[src/assert_macros.svh]
`ifndef ASSERT_MACROS_SVH
`define ASSERT_MACROS_SVH

// Check a condition at every clock edge outside reset.
`define PCSE_ASSERT_ALWAYS(lbl, expr, msg) \
  lbl: assert property (@(posedge clk) disable iff (rst) (expr)) else $error(msg);

// Check a condition in the same cycle as its trigger.
`define PCSE_ASSERT_SAME(lbl, ante, cons, msg) \
  lbl: assert property (@(posedge clk) disable iff (rst) (ante) |-> (cons)) else $error(msg);

// Check a condition in the cycle after its trigger.
`define PCSE_ASSERT_NEXT(lbl, ante, cons, msg) \
  lbl: assert property (@(posedge clk) disable iff (rst) (ante) |=> (cons)) else $error(msg);

`endif

[src/pcse_pkg.sv]
`timescale 1ns / 1ps

package pcse_pkg;

  // Bus geometry
  localparam int SLOTS_PER_BUS      = 32;
  localparam int FUNCTIONS_PER_SLOT = 8;

  // Result queue
  localparam int OUT_DEPTH = 4;
  localparam int OUT_PTR_W = $clog2(OUT_DEPTH);
  localparam int OUT_CNT_W = $clog2(OUT_DEPTH + 1);

  // Request kinds
  localparam logic REQ_START = 1'b0;
  localparam logic REQ_DATA  = 1'b1;

  // Result kinds
  typedef enum logic [1:0] {
    KIND_READ   = 2'd0,
    KIND_DEVICE = 2'd1,
    KIND_CAP    = 2'd2,
    KIND_DONE   = 2'd3
  } kind_t;

  // Register indexes
  localparam logic [1:0] CFG_LAST_BUS  = 2'd0;
  localparam logic [1:0] CFG_HOP_LIMIT = 2'd1;
  localparam logic [1:0] CFG_ID_LIMIT  = 2'd2;

  // Register reset values
  localparam logic [7:0] LAST_BUS_RST  = 8'd255;
  localparam logic [5:0] HOP_LIMIT_RST = 6'd48;
  localparam logic [7:0] ID_LIMIT_RST  = 8'd20;

  // Config space offsets and codes
  localparam logic [7:0]  OFF_ID       = 8'h00;
  localparam logic [7:0]  OFF_STATUS   = 8'h04;
  localparam logic [7:0]  OFF_HDR      = 8'h0C;
  localparam logic [7:0]  OFF_BAR0     = 8'h10;
  localparam logic [7:0]  OFF_IRQ      = 8'h3C;
  localparam logic [7:0]  CAP_PTR_STD  = 8'h34;
  localparam logic [7:0]  CAP_PTR_CB   = 8'h14;
  localparam logic [7:0]  HDR_CARDBUS  = 8'h02;
  localparam logic [7:0]  CAP_PTR_MIN  = 8'h40;
  localparam logic [7:0]  CAP_ID_END   = 8'hFF;
  localparam logic [15:0] VENDOR_NONE  = 16'hFFFF;
  localparam logic [3:0]  BAR_LAST     = 4'd5;
  localparam int          STATUS_CAP_BIT = 20;
  localparam int          HDR_MULTI_BIT  = 7;

  typedef struct packed {
    logic [7:0] last_bus;
    logic [5:0] cap_hop_limit;
    logic [7:0] cap_id_limit;
  } cfg_t;

  typedef struct packed {
    kind_t        out_kind;
    logic [31:0]  cfg_address;
    logic [15:0]  location;
    logic [15:0]  vendor_code;
    logic [15:0]  device_code;
    logic [31:0]  io_base;
    logic [63:0]  mem_base;
    logic [7:0]   irq_line;
    logic [7:0]   cap_id;
    logic [7:0]   cap_offset;
    logic         last;
  } res_t;

  // Results of one step, in order
  typedef struct packed {
    logic [1:0] count;
    res_t       first;
    res_t       second;
  } push_t;

endpackage

[src/pcse_if.sv]
`timescale 1ns / 1ps

interface pcse_in_if;
  logic        valid;
  logic        ready;
  logic        req_type;
  logic [31:0] read_data;

  modport source (output valid, output req_type, output read_data, input ready);
  modport sink   (input valid, input req_type, input read_data, output ready);
endinterface

interface pcse_out_if;
  logic        valid;
  logic        ready;
  logic [1:0]  out_kind;
  logic [31:0] cfg_address;
  logic [15:0] location;
  logic [15:0] vendor_code;
  logic [15:0] device_code;
  logic [31:0] io_base;
  logic [63:0] mem_base;
  logic [7:0]  irq_line;
  logic [7:0]  cap_id;
  logic [7:0]  cap_offset;
  logic        last;

  modport source (
    output valid, output out_kind, output cfg_address, output location,
    output vendor_code, output device_code, output io_base, output mem_base,
    output irq_line, output cap_id, output cap_offset, output last,
    input ready
  );
  modport sink (
    input valid, input out_kind, input cfg_address, input location,
    input vendor_code, input device_code, input io_base, input mem_base,
    input irq_line, input cap_id, input cap_offset, input last,
    output ready
  );
endinterface

[src/pcse_seq.sv]
`timescale 1ns / 1ps
`include "assert_macros.svh"

module pcse_seq (
  input  logic             clk,
  input  logic             rst,
  input  logic             step,
  input  logic             item_type,
  input  logic [31:0]      item_data,
  input  pcse_pkg::cfg_t   cfg,
  output pcse_pkg::push_t  push
);

  typedef enum logic [3:0] {
    PH_IDLE, PH_ID, PH_HDR, PH_BAR, PH_BARHI, PH_IRQ, PH_STATUS, PH_CAPPTR, PH_CAPID
  } phase_t;

  localparam logic [3:0] FN_LIMIT   = 4'(pcse_pkg::FUNCTIONS_PER_SLOT);
  localparam logic [5:0] SLOT_LIMIT = 6'(pcse_pkg::SLOTS_PER_BUS);

  phase_t      phase, phase_next;
  logic [7:0]  bus_index, bus_index_next;
  logic [4:0]  slot_index, slot_index_next;
  logic [2:0]  function_index, function_index_next;
  logic [31:0] id_word, id_word_next;
  logic [7:0]  header_byte, header_byte_next;
  logic [3:0]  bar_index, bar_index_next;
  logic [31:0] io_value, io_value_next;
  logic        io_valid, io_valid_next;
  logic [63:0] mem_value, mem_value_next;
  logic        mem_valid, mem_valid_next;
  logic [7:0]  irq_byte, irq_byte_next;
  logic [7:0]  cap_pointer, cap_pointer_next;
  logic [5:0]  hop_count, hop_count_next;

  logic             issue;
  logic [7:0]       offset;
  logic             rec_valid;
  pcse_pkg::res_t   rec;
  pcse_pkg::res_t   read_req;
  logic             done;
  logic             adv;
  logic             adv_slot;
  logic             begin_fn;
  logic             bar_go;
  logic [3:0]       bar_sel;
  logic             try_ptr;
  logic [7:0]       ptr_byte;

  function automatic logic [7:0] bar_offset(input logic [3:0] b);
    bar_offset = pcse_pkg::OFF_BAR0 + {2'b00, b, 2'b00};
  endfunction

  // Work out one step of the scan
  always_comb begin
    phase_next          = phase;
    bus_index_next      = bus_index;
    slot_index_next     = slot_index;
    function_index_next = function_index;
    id_word_next        = id_word;
    header_byte_next    = header_byte;
    bar_index_next      = bar_index;
    io_value_next       = io_value;
    io_valid_next       = io_valid;
    mem_value_next      = mem_value;
    mem_valid_next      = mem_valid;
    irq_byte_next       = irq_byte;
    cap_pointer_next    = cap_pointer;
    hop_count_next      = hop_count;
    issue     = 1'b0;
    offset    = '0;
    rec_valid = 1'b0;
    rec       = '0;
    done      = 1'b0;
    adv       = 1'b0;
    adv_slot  = 1'b0;
    begin_fn  = 1'b0;
    bar_go    = 1'b0;
    bar_sel   = bar_index;
    try_ptr   = 1'b0;
    ptr_byte  = '0;

    if (step) begin
      if (item_type == pcse_pkg::REQ_START) begin
        bus_index_next      = '0;
        slot_index_next     = '0;
        function_index_next = '0;
        id_word_next        = '0;
        header_byte_next    = '0;
        begin_fn            = 1'b1;
      end else begin
        case (phase)
          PH_ID: begin
            if (item_data[15:0] == pcse_pkg::VENDOR_NONE) begin
              adv      = 1'b1;
              adv_slot = 1'b1;
            end else begin
              id_word_next = item_data;
              phase_next   = PH_HDR;
              issue        = 1'b1;
              offset       = pcse_pkg::OFF_HDR;
            end
          end
          PH_HDR: begin
            header_byte_next = item_data[23:16];
            bar_index_next   = '0;
            bar_sel          = '0;
            bar_go           = 1'b1;
          end
          PH_BAR: begin
            if (item_data[0]) begin
              if (!io_valid) begin
                io_value_next = {item_data[31:2], 2'b00};
                io_valid_next = 1'b1;
              end
              bar_index_next = bar_index + 4'd1;
              bar_sel        = bar_index + 4'd1;
              bar_go         = 1'b1;
            end else if (!mem_valid && item_data[2]) begin
              mem_value_next = {32'd0, item_data[31:4], 4'd0};
              phase_next     = PH_BARHI;
              issue          = 1'b1;
              offset         = bar_offset(bar_index + 4'd1);
            end else begin
              if (!mem_valid) begin
                mem_value_next = {32'd0, item_data[31:4], 4'd0};
                mem_valid_next = 1'b1;
              end
              bar_index_next = bar_index + 4'd1;
              bar_sel        = bar_index + 4'd1;
              bar_go         = 1'b1;
            end
          end
          PH_BARHI: begin
            mem_value_next = {item_data, mem_value[31:0]};
            mem_valid_next = 1'b1;
            bar_index_next = bar_index + 4'd2;
            bar_sel        = bar_index + 4'd2;
            bar_go         = 1'b1;
          end
          PH_IRQ: begin
            irq_byte_next   = item_data[7:0];
            rec_valid       = 1'b1;
            rec.out_kind    = pcse_pkg::KIND_DEVICE;
            rec.location    = {bus_index, slot_index, function_index};
            rec.vendor_code = id_word[15:0];
            rec.device_code = id_word[31:16];
            rec.io_base     = io_valid ? io_value : 32'd0;
            rec.mem_base    = mem_valid ? mem_value : 64'd0;
            rec.irq_line    = item_data[7:0];
            phase_next      = PH_STATUS;
            issue           = 1'b1;
            offset          = pcse_pkg::OFF_STATUS;
          end
          PH_STATUS: begin
            if (item_data[pcse_pkg::STATUS_CAP_BIT]) begin
              cap_pointer_next = (header_byte == pcse_pkg::HDR_CARDBUS) ?
                                 pcse_pkg::CAP_PTR_CB : pcse_pkg::CAP_PTR_STD;
              hop_count_next   = '0;
              try_ptr          = 1'b1;
            end else begin
              adv      = 1'b1;
              adv_slot = !header_byte[pcse_pkg::HDR_MULTI_BIT];
            end
          end
          PH_CAPPTR: begin
            case (cap_pointer[1:0])
              2'd0:    ptr_byte = item_data[7:0];
              2'd1:    ptr_byte = item_data[15:8];
              2'd2:    ptr_byte = item_data[23:16];
              default: ptr_byte = item_data[31:24];
            endcase
            if (ptr_byte < pcse_pkg::CAP_PTR_MIN) begin
              adv      = 1'b1;
              adv_slot = !header_byte[pcse_pkg::HDR_MULTI_BIT];
            end else begin
              cap_pointer_next = {ptr_byte[7:2], 2'b00};
              phase_next       = PH_CAPID;
              issue            = 1'b1;
              offset           = {ptr_byte[7:2], 2'b00};
            end
          end
          PH_CAPID: begin
            if (item_data[7:0] == pcse_pkg::CAP_ID_END) begin
              adv      = 1'b1;
              adv_slot = !header_byte[pcse_pkg::HDR_MULTI_BIT];
            end else begin
              if (item_data[7:0] <= cfg.cap_id_limit) begin
                rec_valid      = 1'b1;
                rec.out_kind   = pcse_pkg::KIND_CAP;
                rec.location   = {bus_index, slot_index, function_index};
                rec.cap_id     = item_data[7:0];
                rec.cap_offset = {cap_pointer[7:2], 2'b00};
              end
              cap_pointer_next = cap_pointer + 8'd1;
              hop_count_next   = hop_count + 6'd1;
              try_ptr          = 1'b1;
            end
          end
          default: begin
          end
        endcase
      end
    end

    // Pick the next BAR or move on to the interrupt line
    if (bar_go) begin
      issue = 1'b1;
      if (bar_sel > pcse_pkg::BAR_LAST) begin
        phase_next = PH_IRQ;
        offset     = pcse_pkg::OFF_IRQ;
      end else begin
        phase_next = PH_BAR;
        offset     = bar_offset(bar_sel);
      end
    end

    // Follow the capability list unless the hop limit is reached
    if (try_ptr) begin
      if (hop_count_next >= cfg.cap_hop_limit) begin
        adv      = 1'b1;
        adv_slot = !header_byte[pcse_pkg::HDR_MULTI_BIT];
      end else begin
        phase_next = PH_CAPPTR;
        issue      = 1'b1;
        offset     = cap_pointer_next;
      end
    end

    // Advance to the next function, slot or bus
    if (adv) begin
      if (!adv_slot && (({1'b0, function_index} + 4'd1) < FN_LIMIT)) begin
        function_index_next = function_index + 3'd1;
        begin_fn            = 1'b1;
      end else begin
        function_index_next = '0;
        if (({1'b0, slot_index} + 6'd1) < SLOT_LIMIT) begin
          slot_index_next = slot_index + 5'd1;
          begin_fn        = 1'b1;
        end else begin
          slot_index_next = '0;
          if (bus_index >= cfg.last_bus) begin
            done           = 1'b1;
            phase_next     = PH_IDLE;
            bus_index_next = '0;
          end else begin
            bus_index_next = bus_index + 8'd1;
            begin_fn       = 1'b1;
          end
        end
      end
    end

    // Open a fresh function with its ID read
    if (begin_fn) begin
      io_value_next    = '0;
      io_valid_next    = 1'b0;
      mem_value_next   = '0;
      mem_valid_next   = 1'b0;
      irq_byte_next    = '0;
      hop_count_next   = '0;
      bar_index_next   = '0;
      cap_pointer_next = '0;
      phase_next       = PH_ID;
      issue            = 1'b1;
      offset           = pcse_pkg::OFF_ID;
    end
  end

  // Build the read request and order the results
  always_comb begin
    read_req             = '0;
    read_req.out_kind    = pcse_pkg::KIND_READ;
    read_req.cfg_address = {1'b1, 7'd0, bus_index_next, slot_index_next,
                            function_index_next, offset[7:2], 2'b00};
    read_req.location    = {bus_index_next, slot_index_next, function_index_next};
    push = '0;
    if (done) begin
      if (rec_valid) begin
        push.count           = 2'd2;
        push.first           = rec;
        push.second.out_kind = pcse_pkg::KIND_DONE;
        push.second.last     = 1'b1;
      end else begin
        push.count             = 2'd1;
        push.first.out_kind    = pcse_pkg::KIND_DONE;
        push.first.last        = 1'b1;
      end
    end else if (rec_valid) begin
      push.count       = 2'd2;
      push.first       = rec;
      push.second      = read_req;
      push.second.last = 1'b1;
    end else if (issue) begin
      push.count      = 2'd1;
      push.first      = read_req;
      push.first.last = 1'b1;
    end
  end

  // Hold the walk state
  always_ff @(posedge clk) begin
    if (rst) begin
      phase          <= PH_IDLE;
      bus_index      <= '0;
      slot_index     <= '0;
      function_index <= '0;
      io_valid       <= 1'b0;
      mem_valid      <= 1'b0;
    end else begin
      phase          <= phase_next;
      bus_index      <= bus_index_next;
      slot_index     <= slot_index_next;
      function_index <= function_index_next;
      io_valid       <= io_valid_next;
      mem_valid      <= mem_valid_next;
    end
    id_word     <= id_word_next;
    header_byte <= header_byte_next;
    bar_index   <= bar_index_next;
    io_value    <= io_value_next;
    mem_value   <= mem_value_next;
    irq_byte    <= irq_byte_next;
    cap_pointer <= cap_pointer_next;
    hop_count   <= hop_count_next;
  end

  // A live scan or a start always answers with at least one result
  `PCSE_ASSERT_SAME(a_step_answers, step && (item_type == pcse_pkg::REQ_START || phase != PH_IDLE), push.count != 2'd0, "scan step produced no result")
  // The done record leaves the engine idle
  `PCSE_ASSERT_NEXT(a_done_idles, step && push.count == 2'd1 && push.first.out_kind == pcse_pkg::KIND_DONE, phase == PH_IDLE, "engine not idle after done record")
  // An upper BAR word is only fetched before a memory BAR is recorded
  `PCSE_ASSERT_ALWAYS(a_barhi_first, phase != PH_BARHI || !mem_valid, "upper BAR word read after memory BAR found")

endmodule

[src/pcse_out_fifo.sv]
`timescale 1ns / 1ps
`include "assert_macros.svh"

module pcse_out_fifo (
  input  logic              clk,
  input  logic              rst,
  input  pcse_pkg::push_t   push,
  output logic              room,
  pcse_out_if.source        rsp
);

  pcse_pkg::res_t                 queue [pcse_pkg::OUT_DEPTH];
  logic [pcse_pkg::OUT_PTR_W-1:0] wr_ptr;
  logic [pcse_pkg::OUT_PTR_W-1:0] rd_ptr;
  logic [pcse_pkg::OUT_CNT_W-1:0] count;
  logic [pcse_pkg::OUT_CNT_W-1:0] count_next;
  logic                           pop;
  pcse_pkg::res_t                 head;

  // Room for a full step of results
  assign room = count <= pcse_pkg::OUT_CNT_W'(pcse_pkg::OUT_DEPTH - 2);
  assign pop  = rsp.valid && rsp.ready;
  assign head = queue[rd_ptr];

  assign count_next = count + pcse_pkg::OUT_CNT_W'(push.count)
                      - pcse_pkg::OUT_CNT_W'(pop);

  // Store pushed results
  always_ff @(posedge clk) begin
    if (push.count != 2'd0) begin
      queue[wr_ptr] <= push.first;
    end
    if (push.count == 2'd2) begin
      queue[wr_ptr + pcse_pkg::OUT_PTR_W'(1)] <= push.second;
    end
  end

  // Advance pointers and count
  always_ff @(posedge clk) begin
    if (rst) begin
      wr_ptr <= '0;
      rd_ptr <= '0;
      count  <= '0;
    end else begin
      wr_ptr <= wr_ptr + pcse_pkg::OUT_PTR_W'(push.count);
      if (pop) begin
        rd_ptr <= rd_ptr + pcse_pkg::OUT_PTR_W'(1);
      end
      count <= count_next;
    end
  end

  // Present the oldest result
  assign rsp.valid       = count != '0;
  assign rsp.out_kind    = head.out_kind;
  assign rsp.cfg_address = head.cfg_address;
  assign rsp.location    = head.location;
  assign rsp.vendor_code = head.vendor_code;
  assign rsp.device_code = head.device_code;
  assign rsp.io_base     = head.io_base;
  assign rsp.mem_base    = head.mem_base;
  assign rsp.irq_line    = head.irq_line;
  assign rsp.cap_id      = head.cap_id;
  assign rsp.cap_offset  = head.cap_offset;
  assign rsp.last        = head.last;

  `PCSE_ASSERT_ALWAYS(a_count_bound, count <= pcse_pkg::OUT_CNT_W'(pcse_pkg::OUT_DEPTH), "result queue overfilled")
  `PCSE_ASSERT_SAME(a_push_fits, push.count != 2'd0, (32'(count) + 32'(push.count)) <= pcse_pkg::OUT_DEPTH, "push beyond queue space")
  `PCSE_ASSERT_NEXT(a_single_push, count == '0 && push.count == 2'd1, count == pcse_pkg::OUT_CNT_W'(1), "single push into empty queue lost")

endmodule

[src/pci_config_space_enumerator_core.sv]
`timescale 1ns / 1ps

// Host-side PCI configuration mechanism one scan engine. A start transfer
// (req_type 0) restarts the walk at bus 0 and answers with the first config
// address; each data transfer (req_type 1) carries the dword read back for the
// last address and answers with the next read request, preceded by a device
// or capability record where one is due, or with a done record (after any
// capability record still due) once the last slot of bus last_bus is passed.
// Data while idle is dropped. The last flag marks the final result of each
// transfer. An input transfer is registered and then processed, so one is
// taken every cycle while the result queue (four entries, drained one result
// per cycle while rsp.ready is high) has space for two more; a transfer that
// yields two results thus holds the sustained rate at its output to one
// result per cycle. The user must write config registers only while no scan
// step is pending; the block itself does not enforce this.
module pci_config_space_enumerator_core (
  input  logic       clk,
  input  logic       rst,
  input  logic       cfg_we,
  input  logic [1:0] cfg_index,
  input  logic [7:0] cfg_wdata,
  pcse_in_if.sink    req,
  pcse_out_if.source rsp
);

  pcse_pkg::cfg_t  cfg;
  pcse_pkg::push_t push;
  logic            room;
  logic            stage_valid;
  logic            stage_type;
  logic [31:0]     stage_data;
  logic            step;

  // Config registers
  always_ff @(posedge clk) begin
    if (rst) begin
      cfg.last_bus      <= pcse_pkg::LAST_BUS_RST;
      cfg.cap_hop_limit <= pcse_pkg::HOP_LIMIT_RST;
      cfg.cap_id_limit  <= pcse_pkg::ID_LIMIT_RST;
    end else if (cfg_we) begin
      case (cfg_index)
        pcse_pkg::CFG_LAST_BUS:  cfg.last_bus      <= cfg_wdata;
        pcse_pkg::CFG_HOP_LIMIT: cfg.cap_hop_limit <= cfg_wdata[5:0];
        pcse_pkg::CFG_ID_LIMIT:  cfg.cap_id_limit  <= cfg_wdata;
        default: begin
        end
      endcase
    end
  end

  // Input register: drains whenever the queue can take a whole step
  assign step      = stage_valid && room;
  assign req.ready = !stage_valid || room;

  always_ff @(posedge clk) begin
    if (rst) begin
      stage_valid <= 1'b0;
    end else if (req.valid && req.ready) begin
      stage_valid <= 1'b1;
    end else if (step) begin
      stage_valid <= 1'b0;
    end
    if (req.valid && req.ready) begin
      stage_type <= req.req_type;
      stage_data <= req.read_data;
    end
  end

  pcse_seq u_seq (
    .clk       (clk),
    .rst       (rst),
    .step      (step),
    .item_type (stage_type),
    .item_data (stage_data),
    .cfg       (cfg),
    .push      (push)
  );

  pcse_out_fifo u_out_fifo (
    .clk  (clk),
    .rst  (rst),
    .push (push),
    .room (room),
    .rsp  (rsp)
  );

endmodule
[src/flat_wrapper.sv]
// flat-port wrapper written by rule: the top's interface ports become plain ports
module pci_config_space_enumerator_core_flat 
  (clk, rst, cfg_we, cfg_index, cfg_wdata, req_valid, req_req_type, req_read_data, req_ready, rsp_valid, rsp_out_kind, rsp_cfg_address, rsp_location, rsp_vendor_code, rsp_device_code, rsp_io_base, rsp_mem_base, rsp_irq_line, rsp_cap_id, rsp_cap_offset, rsp_last, rsp_ready);
  pcse_in_if req_i ();
  pcse_out_if rsp_i ();
  input  logic clk;
  input  logic rst;
  input  logic cfg_we;
  input  logic [1:0] cfg_index;
  input  logic [7:0] cfg_wdata;
  input wire logic [$bits(req_i.valid)-1:0] req_valid;
  input wire logic [$bits(req_i.req_type)-1:0] req_req_type;
  input wire logic [$bits(req_i.read_data)-1:0] req_read_data;
  output wire logic [$bits(req_i.ready)-1:0] req_ready;
  output wire logic [$bits(rsp_i.valid)-1:0] rsp_valid;
  output wire logic [$bits(rsp_i.out_kind)-1:0] rsp_out_kind;
  output wire logic [$bits(rsp_i.cfg_address)-1:0] rsp_cfg_address;
  output wire logic [$bits(rsp_i.location)-1:0] rsp_location;
  output wire logic [$bits(rsp_i.vendor_code)-1:0] rsp_vendor_code;
  output wire logic [$bits(rsp_i.device_code)-1:0] rsp_device_code;
  output wire logic [$bits(rsp_i.io_base)-1:0] rsp_io_base;
  output wire logic [$bits(rsp_i.mem_base)-1:0] rsp_mem_base;
  output wire logic [$bits(rsp_i.irq_line)-1:0] rsp_irq_line;
  output wire logic [$bits(rsp_i.cap_id)-1:0] rsp_cap_id;
  output wire logic [$bits(rsp_i.cap_offset)-1:0] rsp_cap_offset;
  output wire logic [$bits(rsp_i.last)-1:0] rsp_last;
  input wire logic [$bits(rsp_i.ready)-1:0] rsp_ready;
  assign req_i.valid = req_valid;
  assign req_i.req_type = req_req_type;
  assign req_i.read_data = req_read_data;
  assign req_ready = req_i.ready;
  assign rsp_valid = rsp_i.valid;
  assign rsp_out_kind = rsp_i.out_kind;
  assign rsp_cfg_address = rsp_i.cfg_address;
  assign rsp_location = rsp_i.location;
  assign rsp_vendor_code = rsp_i.vendor_code;
  assign rsp_device_code = rsp_i.device_code;
  assign rsp_io_base = rsp_i.io_base;
  assign rsp_mem_base = rsp_i.mem_base;
  assign rsp_irq_line = rsp_i.irq_line;
  assign rsp_cap_id = rsp_i.cap_id;
  assign rsp_cap_offset = rsp_i.cap_offset;
  assign rsp_last = rsp_i.last;
  assign rsp_i.ready = rsp_ready;
  pci_config_space_enumerator_core u_core (.clk(clk), .rst(rst), .cfg_we(cfg_we), .cfg_index(cfg_index), .cfg_wdata(cfg_wdata), .req(req_i), .rsp(rsp_i));
endmodule
[config.mk]
export PLATFORM = sky130hd
export DESIGN_NAME = pci_config_space_enumerator_core_flat
export DESIGN_NICKNAME = d
export VERILOG_FILES = /design/src/pcse_pkg.sv /design/src/pcse_if.sv /design/src/pcse_seq.sv /design/src/pcse_out_fifo.sv /design/src/pci_config_space_enumerator_core.sv /design/src/flat_wrapper.sv
export VERILOG_INCLUDE_DIRS = /design/src /design/src/src
export SDC_FILE = /design/constraint.sdc
export NUM_CORES = 2
export LEC_CHECK = 0
export BUFFER_PORTS_ARGS = -buffer_cell sky130_fd_sc_hd__buf_4
export CAP_MARGIN = 20
export CORE_MARGIN = 2
export CORE_UTILIZATION = 29
export DETAILED_ROUTE_END_ITERATION = 8
export PLACE_DENSITY = 0.46
export SLEW_MARGIN = 20
export SYNTH_ARGS = -nofsm -noshare
export SYNTH_HDL_FRONTEND = slang
export SYNTH_SLANG_ARGS = --single-unit
export TNS_END_PERCENT = 50
[constraint.sdc]
create_clock -name clk -period 5.8 [get_ports clk]
set_clock_uncertainty 0.2 [all_clocks]
set_input_delay 1.16 -clock clk [delete_from_list [all_inputs] [get_ports clk]]
set_output_delay 1.16 -clock clk [all_outputs]
set_load 0.01 [all_outputs]
==> results.yml <==
sta:
  relSlewSlack_pct: 21.2
  finalMaxSlewViolations: 0
  setup_viol: 0
  layout_setup_ws_ns: 0.513
  setup_tns_ns: 0
  period_needed_ns: 5.29
  hold_viol: 0
  fin_crit_sh_pct: 91.2
  holdWs_ns: 0.252
  worst_pin_slew_ns: 1.17
  max_freq_ghz: 0.189
  rsz0062_at_grt: "false"
layout:
  fin_nets: 3805
  synthToLayoutAreaGrowth_pct: 18.1
  nFillCells: 13521
  drive_gt1_share_pct: 19.5
power:
  p_total_mw: 16.1
  clockPowerShare_pct: 44.4
  switching_power_mw: 4.01
  p_int_mw: 12.0
  p_per_area_nw_per_um2: 341
  ir_drop_mv: 0.225
  pwr-share-comb_pct: 10.4
  p_seq_share_pct: 45.3
  leakage_nw: 15.8
  sw_frac_of_total_pct: 25.0
setup_path:
  slowest_stage: "a21oi_2"
  crit_path_end_kind: "flip-flop"
  cp.arrival_ns: 5.65
  critPathMaxFanout: 33
  cp.required_ns: 6.16
  slowest_delay_ns: 0.61
  crit_path_cell_trace: "nor4b_4 > nor2_1 > or4_1 > a22o_1 > ha_1 > a211oi_1 > o31ai_1 > nor2b_1 > o21ai_2 > a21oi_2 > a31oi_2 > buf_4 > o22ai_1"
  crit_type: "flip-flop to flip-flop"
  start_kind: "flip-flop"
place:
  gp_congestion: 0.859
  hpwlAfterDp_microns: 82700
  place_ws_ns: 0.539
  portBuffers: 239
floorplan:
  num_io_pins: 253
  rows: 136
  core-area_sq_um: 137000
  die_width_microns: 375
  start_util_pct: 29.1
  die_y_microns: 375
  dieArea_sq_um: 141000
synth:
  synthDistinctLibCells: 88
  synth.top_cells.by_area: "dfxtp_1, edfxtp_1, mux4_2"
  synth_warnings: 0
  synthesis.area_sq_um: 39900
  syn_inst: 3603
  async_flop_share_pct: 0
  synth_top_cell_area_share_pct: 37.2
  synth-main-ff-cell: "dfxtp_1"
  synth_edf_count: 241
  synth.avg_cell_area_sq_um: 11.1
  synth_top_cell_by_area: "dfxtp_1"
  synth-seq-cells: 983
  ys_seq_area_share_pct: 55.4
clocking:
  clk_latency_ns: 0.72
  cts_sinks: 983
  htreeDepth: 3
  post_cts_buffers: 0
  path_clk_slew_ns: 0.06
  cts_resized: 0
  cts_buffer_depth: 3
  cts_tree: "done"
  holdBufCountCts: 0
  root_buffer: "clkbuf_16"
  cts_inserted_buffers: 107
routing:
  vias_per_cell: 5.24
  wl_microns: 136000
  wl_per_cell_microns: 24.2
  first_iter_violations: 2352
  drcViolationCount: 0
  dr.pass1.iters: 9
  final_antenna_net_count: 0
  vias: 29377
grt:
  grt-ovfl-total: 0
  gr-usage-all-layers_pct: 19.0
  grt_pass1_vias: 29296
  grt_antenna_before_repair: 4
  grt_pass1_wl_microns: 200000
  grt_max_degree: 177
outcome:
  outcome: "finished, final reports clean"
worst_hold_path:
  worst_hold_path_type: "flip-flop to flip-flop"
job:
  max-cap-violations: 0
[power by group through the flow]
| stage | clock network (mW) | registers (mW) | logic (mW) |
|---|---|---|---|
| 2_1_floorplan | 0 | 7.28 | 1.11 |
| 3_3_place_gp | 0 | 7.42 | 1.71 |
| 3_5_place_dp | 0 | 7.43 | 1.70 |
| 4_1_cts | 7.29 | 7.28 | 1.70 |
| 5_1_grt | 7.56 | 7.28 | 1.78 |
| 6_report | 7.12 | 7.27 | 1.66 |
[final timing paths]
| kind | from | to | slack (ns) | depth (start not counted) |
|---|---|---|---|---|
| min | u_core.u_seq.io_value[23] | u_core.u_seq.io_value[23] | 0.25 | 2 |
| max | u_core.u_seq.phase[3] | u_core.u_out_fifo.queue[3][168] | 0.51 | 13 |
| min reg2reg | u_core.u_seq.io_value[23] | u_core.u_seq.io_value[23] | 0.25 | 2 |
| max reg2reg | u_core.u_seq.phase[3] | u_core.u_out_fifo.queue[3][168] | 0.51 | 13 |
[flip-flops by register name, summed over array words and instances, names as in the netlist, 2 cells and up, named ones only]
name	flops
u_core.u_out_fifo.wr_ptr	2
u_core.u_seq.io_value	30
u_core.u_seq.phase	4
u_core.cfg	22
u_core.u_seq.id_word	32
u_core.u_seq.hop_count	6
u_core.u_seq.slot_index	5
u_core.u_seq.bar_index	4
u_core.u_out_fifo.count	3
u_core.u_seq.bus_index	8
u_core.stage_data	32
u_core.u_seq.function_index	3
u_core.u_seq.mem_value	60
u_core.u_out_fifo.rd_ptr	2
u_core.u_out_fifo.queue	748
u_core.u_seq.cap_pointer	8
u_core.u_seq.header_byte	8
[worst max-delay path: cells and delay by family, from the launching register on]
family,cells,cell delay (ns)
AOI/OAI and AO/OA,7,2.02
buffers and inverters,1,0.34
and+or+nand+nor,4,1.71
DFF,1,0.60
adders and majority gates,1,0.27
[cells in the mapped netlist (4+ instances only)]
cell type and number:
mux2i_1 13, nor2b_1 16, a211oi_1 5, nor3b_1 6
o221ai_1 7, nand4_1 13, buf_4 30, a21oi_2 6
clkbuf_1 166, a211o_1 8, and3_1 20, o22ai_1 65
o21ai_0 174, nand2b_1 15, buf_6 14, nand2_1 345
a22oi_1 4, o21ai_1 165, a2bb2oi_1 4, mux4_2 187
a21oi_1 137, buf_1 47, nor4b_1 4, dfxtp_1 742
o2bb2ai_1 289, and2_1 38, or3_1 7, nor4_1 6
a222oi_1 6, nor2_1 183, xnor2_1 7, nor3_1 16
inv_1 42, a31oi_1 10, or2_2 4, edfxtp_1 241
or4_1 4, buf_2 72, a21boi_0 4, nand3_1 370
ha_1 38, a21o_1 5, nand3b_1 4
[area by class of cell]
type                    count  area (sq um)  share of cell area, %
diodes                      1          2.50                0.00531
repair buffers            324          2640                   5.59
well taps                1794          2240                   4.76
clock inverters            38           424                  0.900
flip-flops and latches    983         22100                   46.9
multi-input cells        2256         16300                   34.5
clock buffers             165          3280                   6.97
inverters                  46           173                  0.366
[routing by layer]
metal  vias to the layer above  global-route usage (%)  part of all wire [%]
met5                         -                       0                 0.018
met4                         4                    6.64                   3.0
met3                       188                    3.52                   5.8
met2                       883                    29.7                    46
met1                     14673                    26.2                    46
li1                      13629                       -                     -
[placed cells by master (no fill, tap or decap), types with 6 or more instances in the layout]
| cell type | count |
|---|---|
| a31oi_1 | 9 |
| o2bb2ai_1 | 289 |
| o21ai_1 | 163 |
| and2_1 | 35 |
| dfxtp_1 | 740 |
| or3_1 | 7 |
| nand3_1 | 370 |
| a211o_1 | 8 |
| mux2i_1 | 13 |
| mux4_2 | 187 |
| ha_1 | 38 |
| o22ai_1 | 65 |
| edfxtp_1 | 241 |
| clkbuf_8 | 26 |
| buf_4 | 309 |
| nor2b_1 | 16 |
| conb_1 | 13 |
| clkinv_2 | 20 |
| bufinv_16 | 7 |
| xnor2_1 | 7 |
| nor2_1 | 183 |
| a21oi_1 | 136 |
| and3_1 | 19 |
| buf_12 | 13 |
| o221ai_1 | 7 |
| clkbuf_16 | 113 |
| a222oi_1 | 6 |
| a21oi_2 | 6 |
| nand2_1 | 343 |
| nor3_1 | 15 |
| o21ai_0 | 174 |
| clkbuf_1 | 26 |
| nand4_1 | 13 |
| nand2b_1 | 13 |
| inv_1 | 42 |
[per-stage QoR]
step | cell area (sq um) | std cells | util, %
after floorplan | 40000 | 3615 | -
after global placement | 43400 | 5401 | 31.7
after detailed placement | 43400 | 5402 | 31.7
after CTS | 47100 | 5605 | 34.4
after global routing | 47100 | 5606 | 34.4
final | 47100 | 5607 | 34.4
[kinds of logic (layout without fill, tap and decap cells)]
kind of cell | Yosys count | after routing | synth area share, %
AND/OR/NAND/NOR | 1067 | 1067 | 12.5
multiplexers | 202 | 202 | 10.9
buffers and inverters | 376 | 573 | 4.31
XOR/XNOR | 10 | 10 | 0.219
AO/OA/AOI/OAI | 925 | 925 | 15.5
adder cells (fa/ha/maj) | 39 | 39 | 1.24
other | 1 | 14 | 0.00940
flip-flops | 983 | 983 | 55.4
Power figures use the tool's default switching activity.
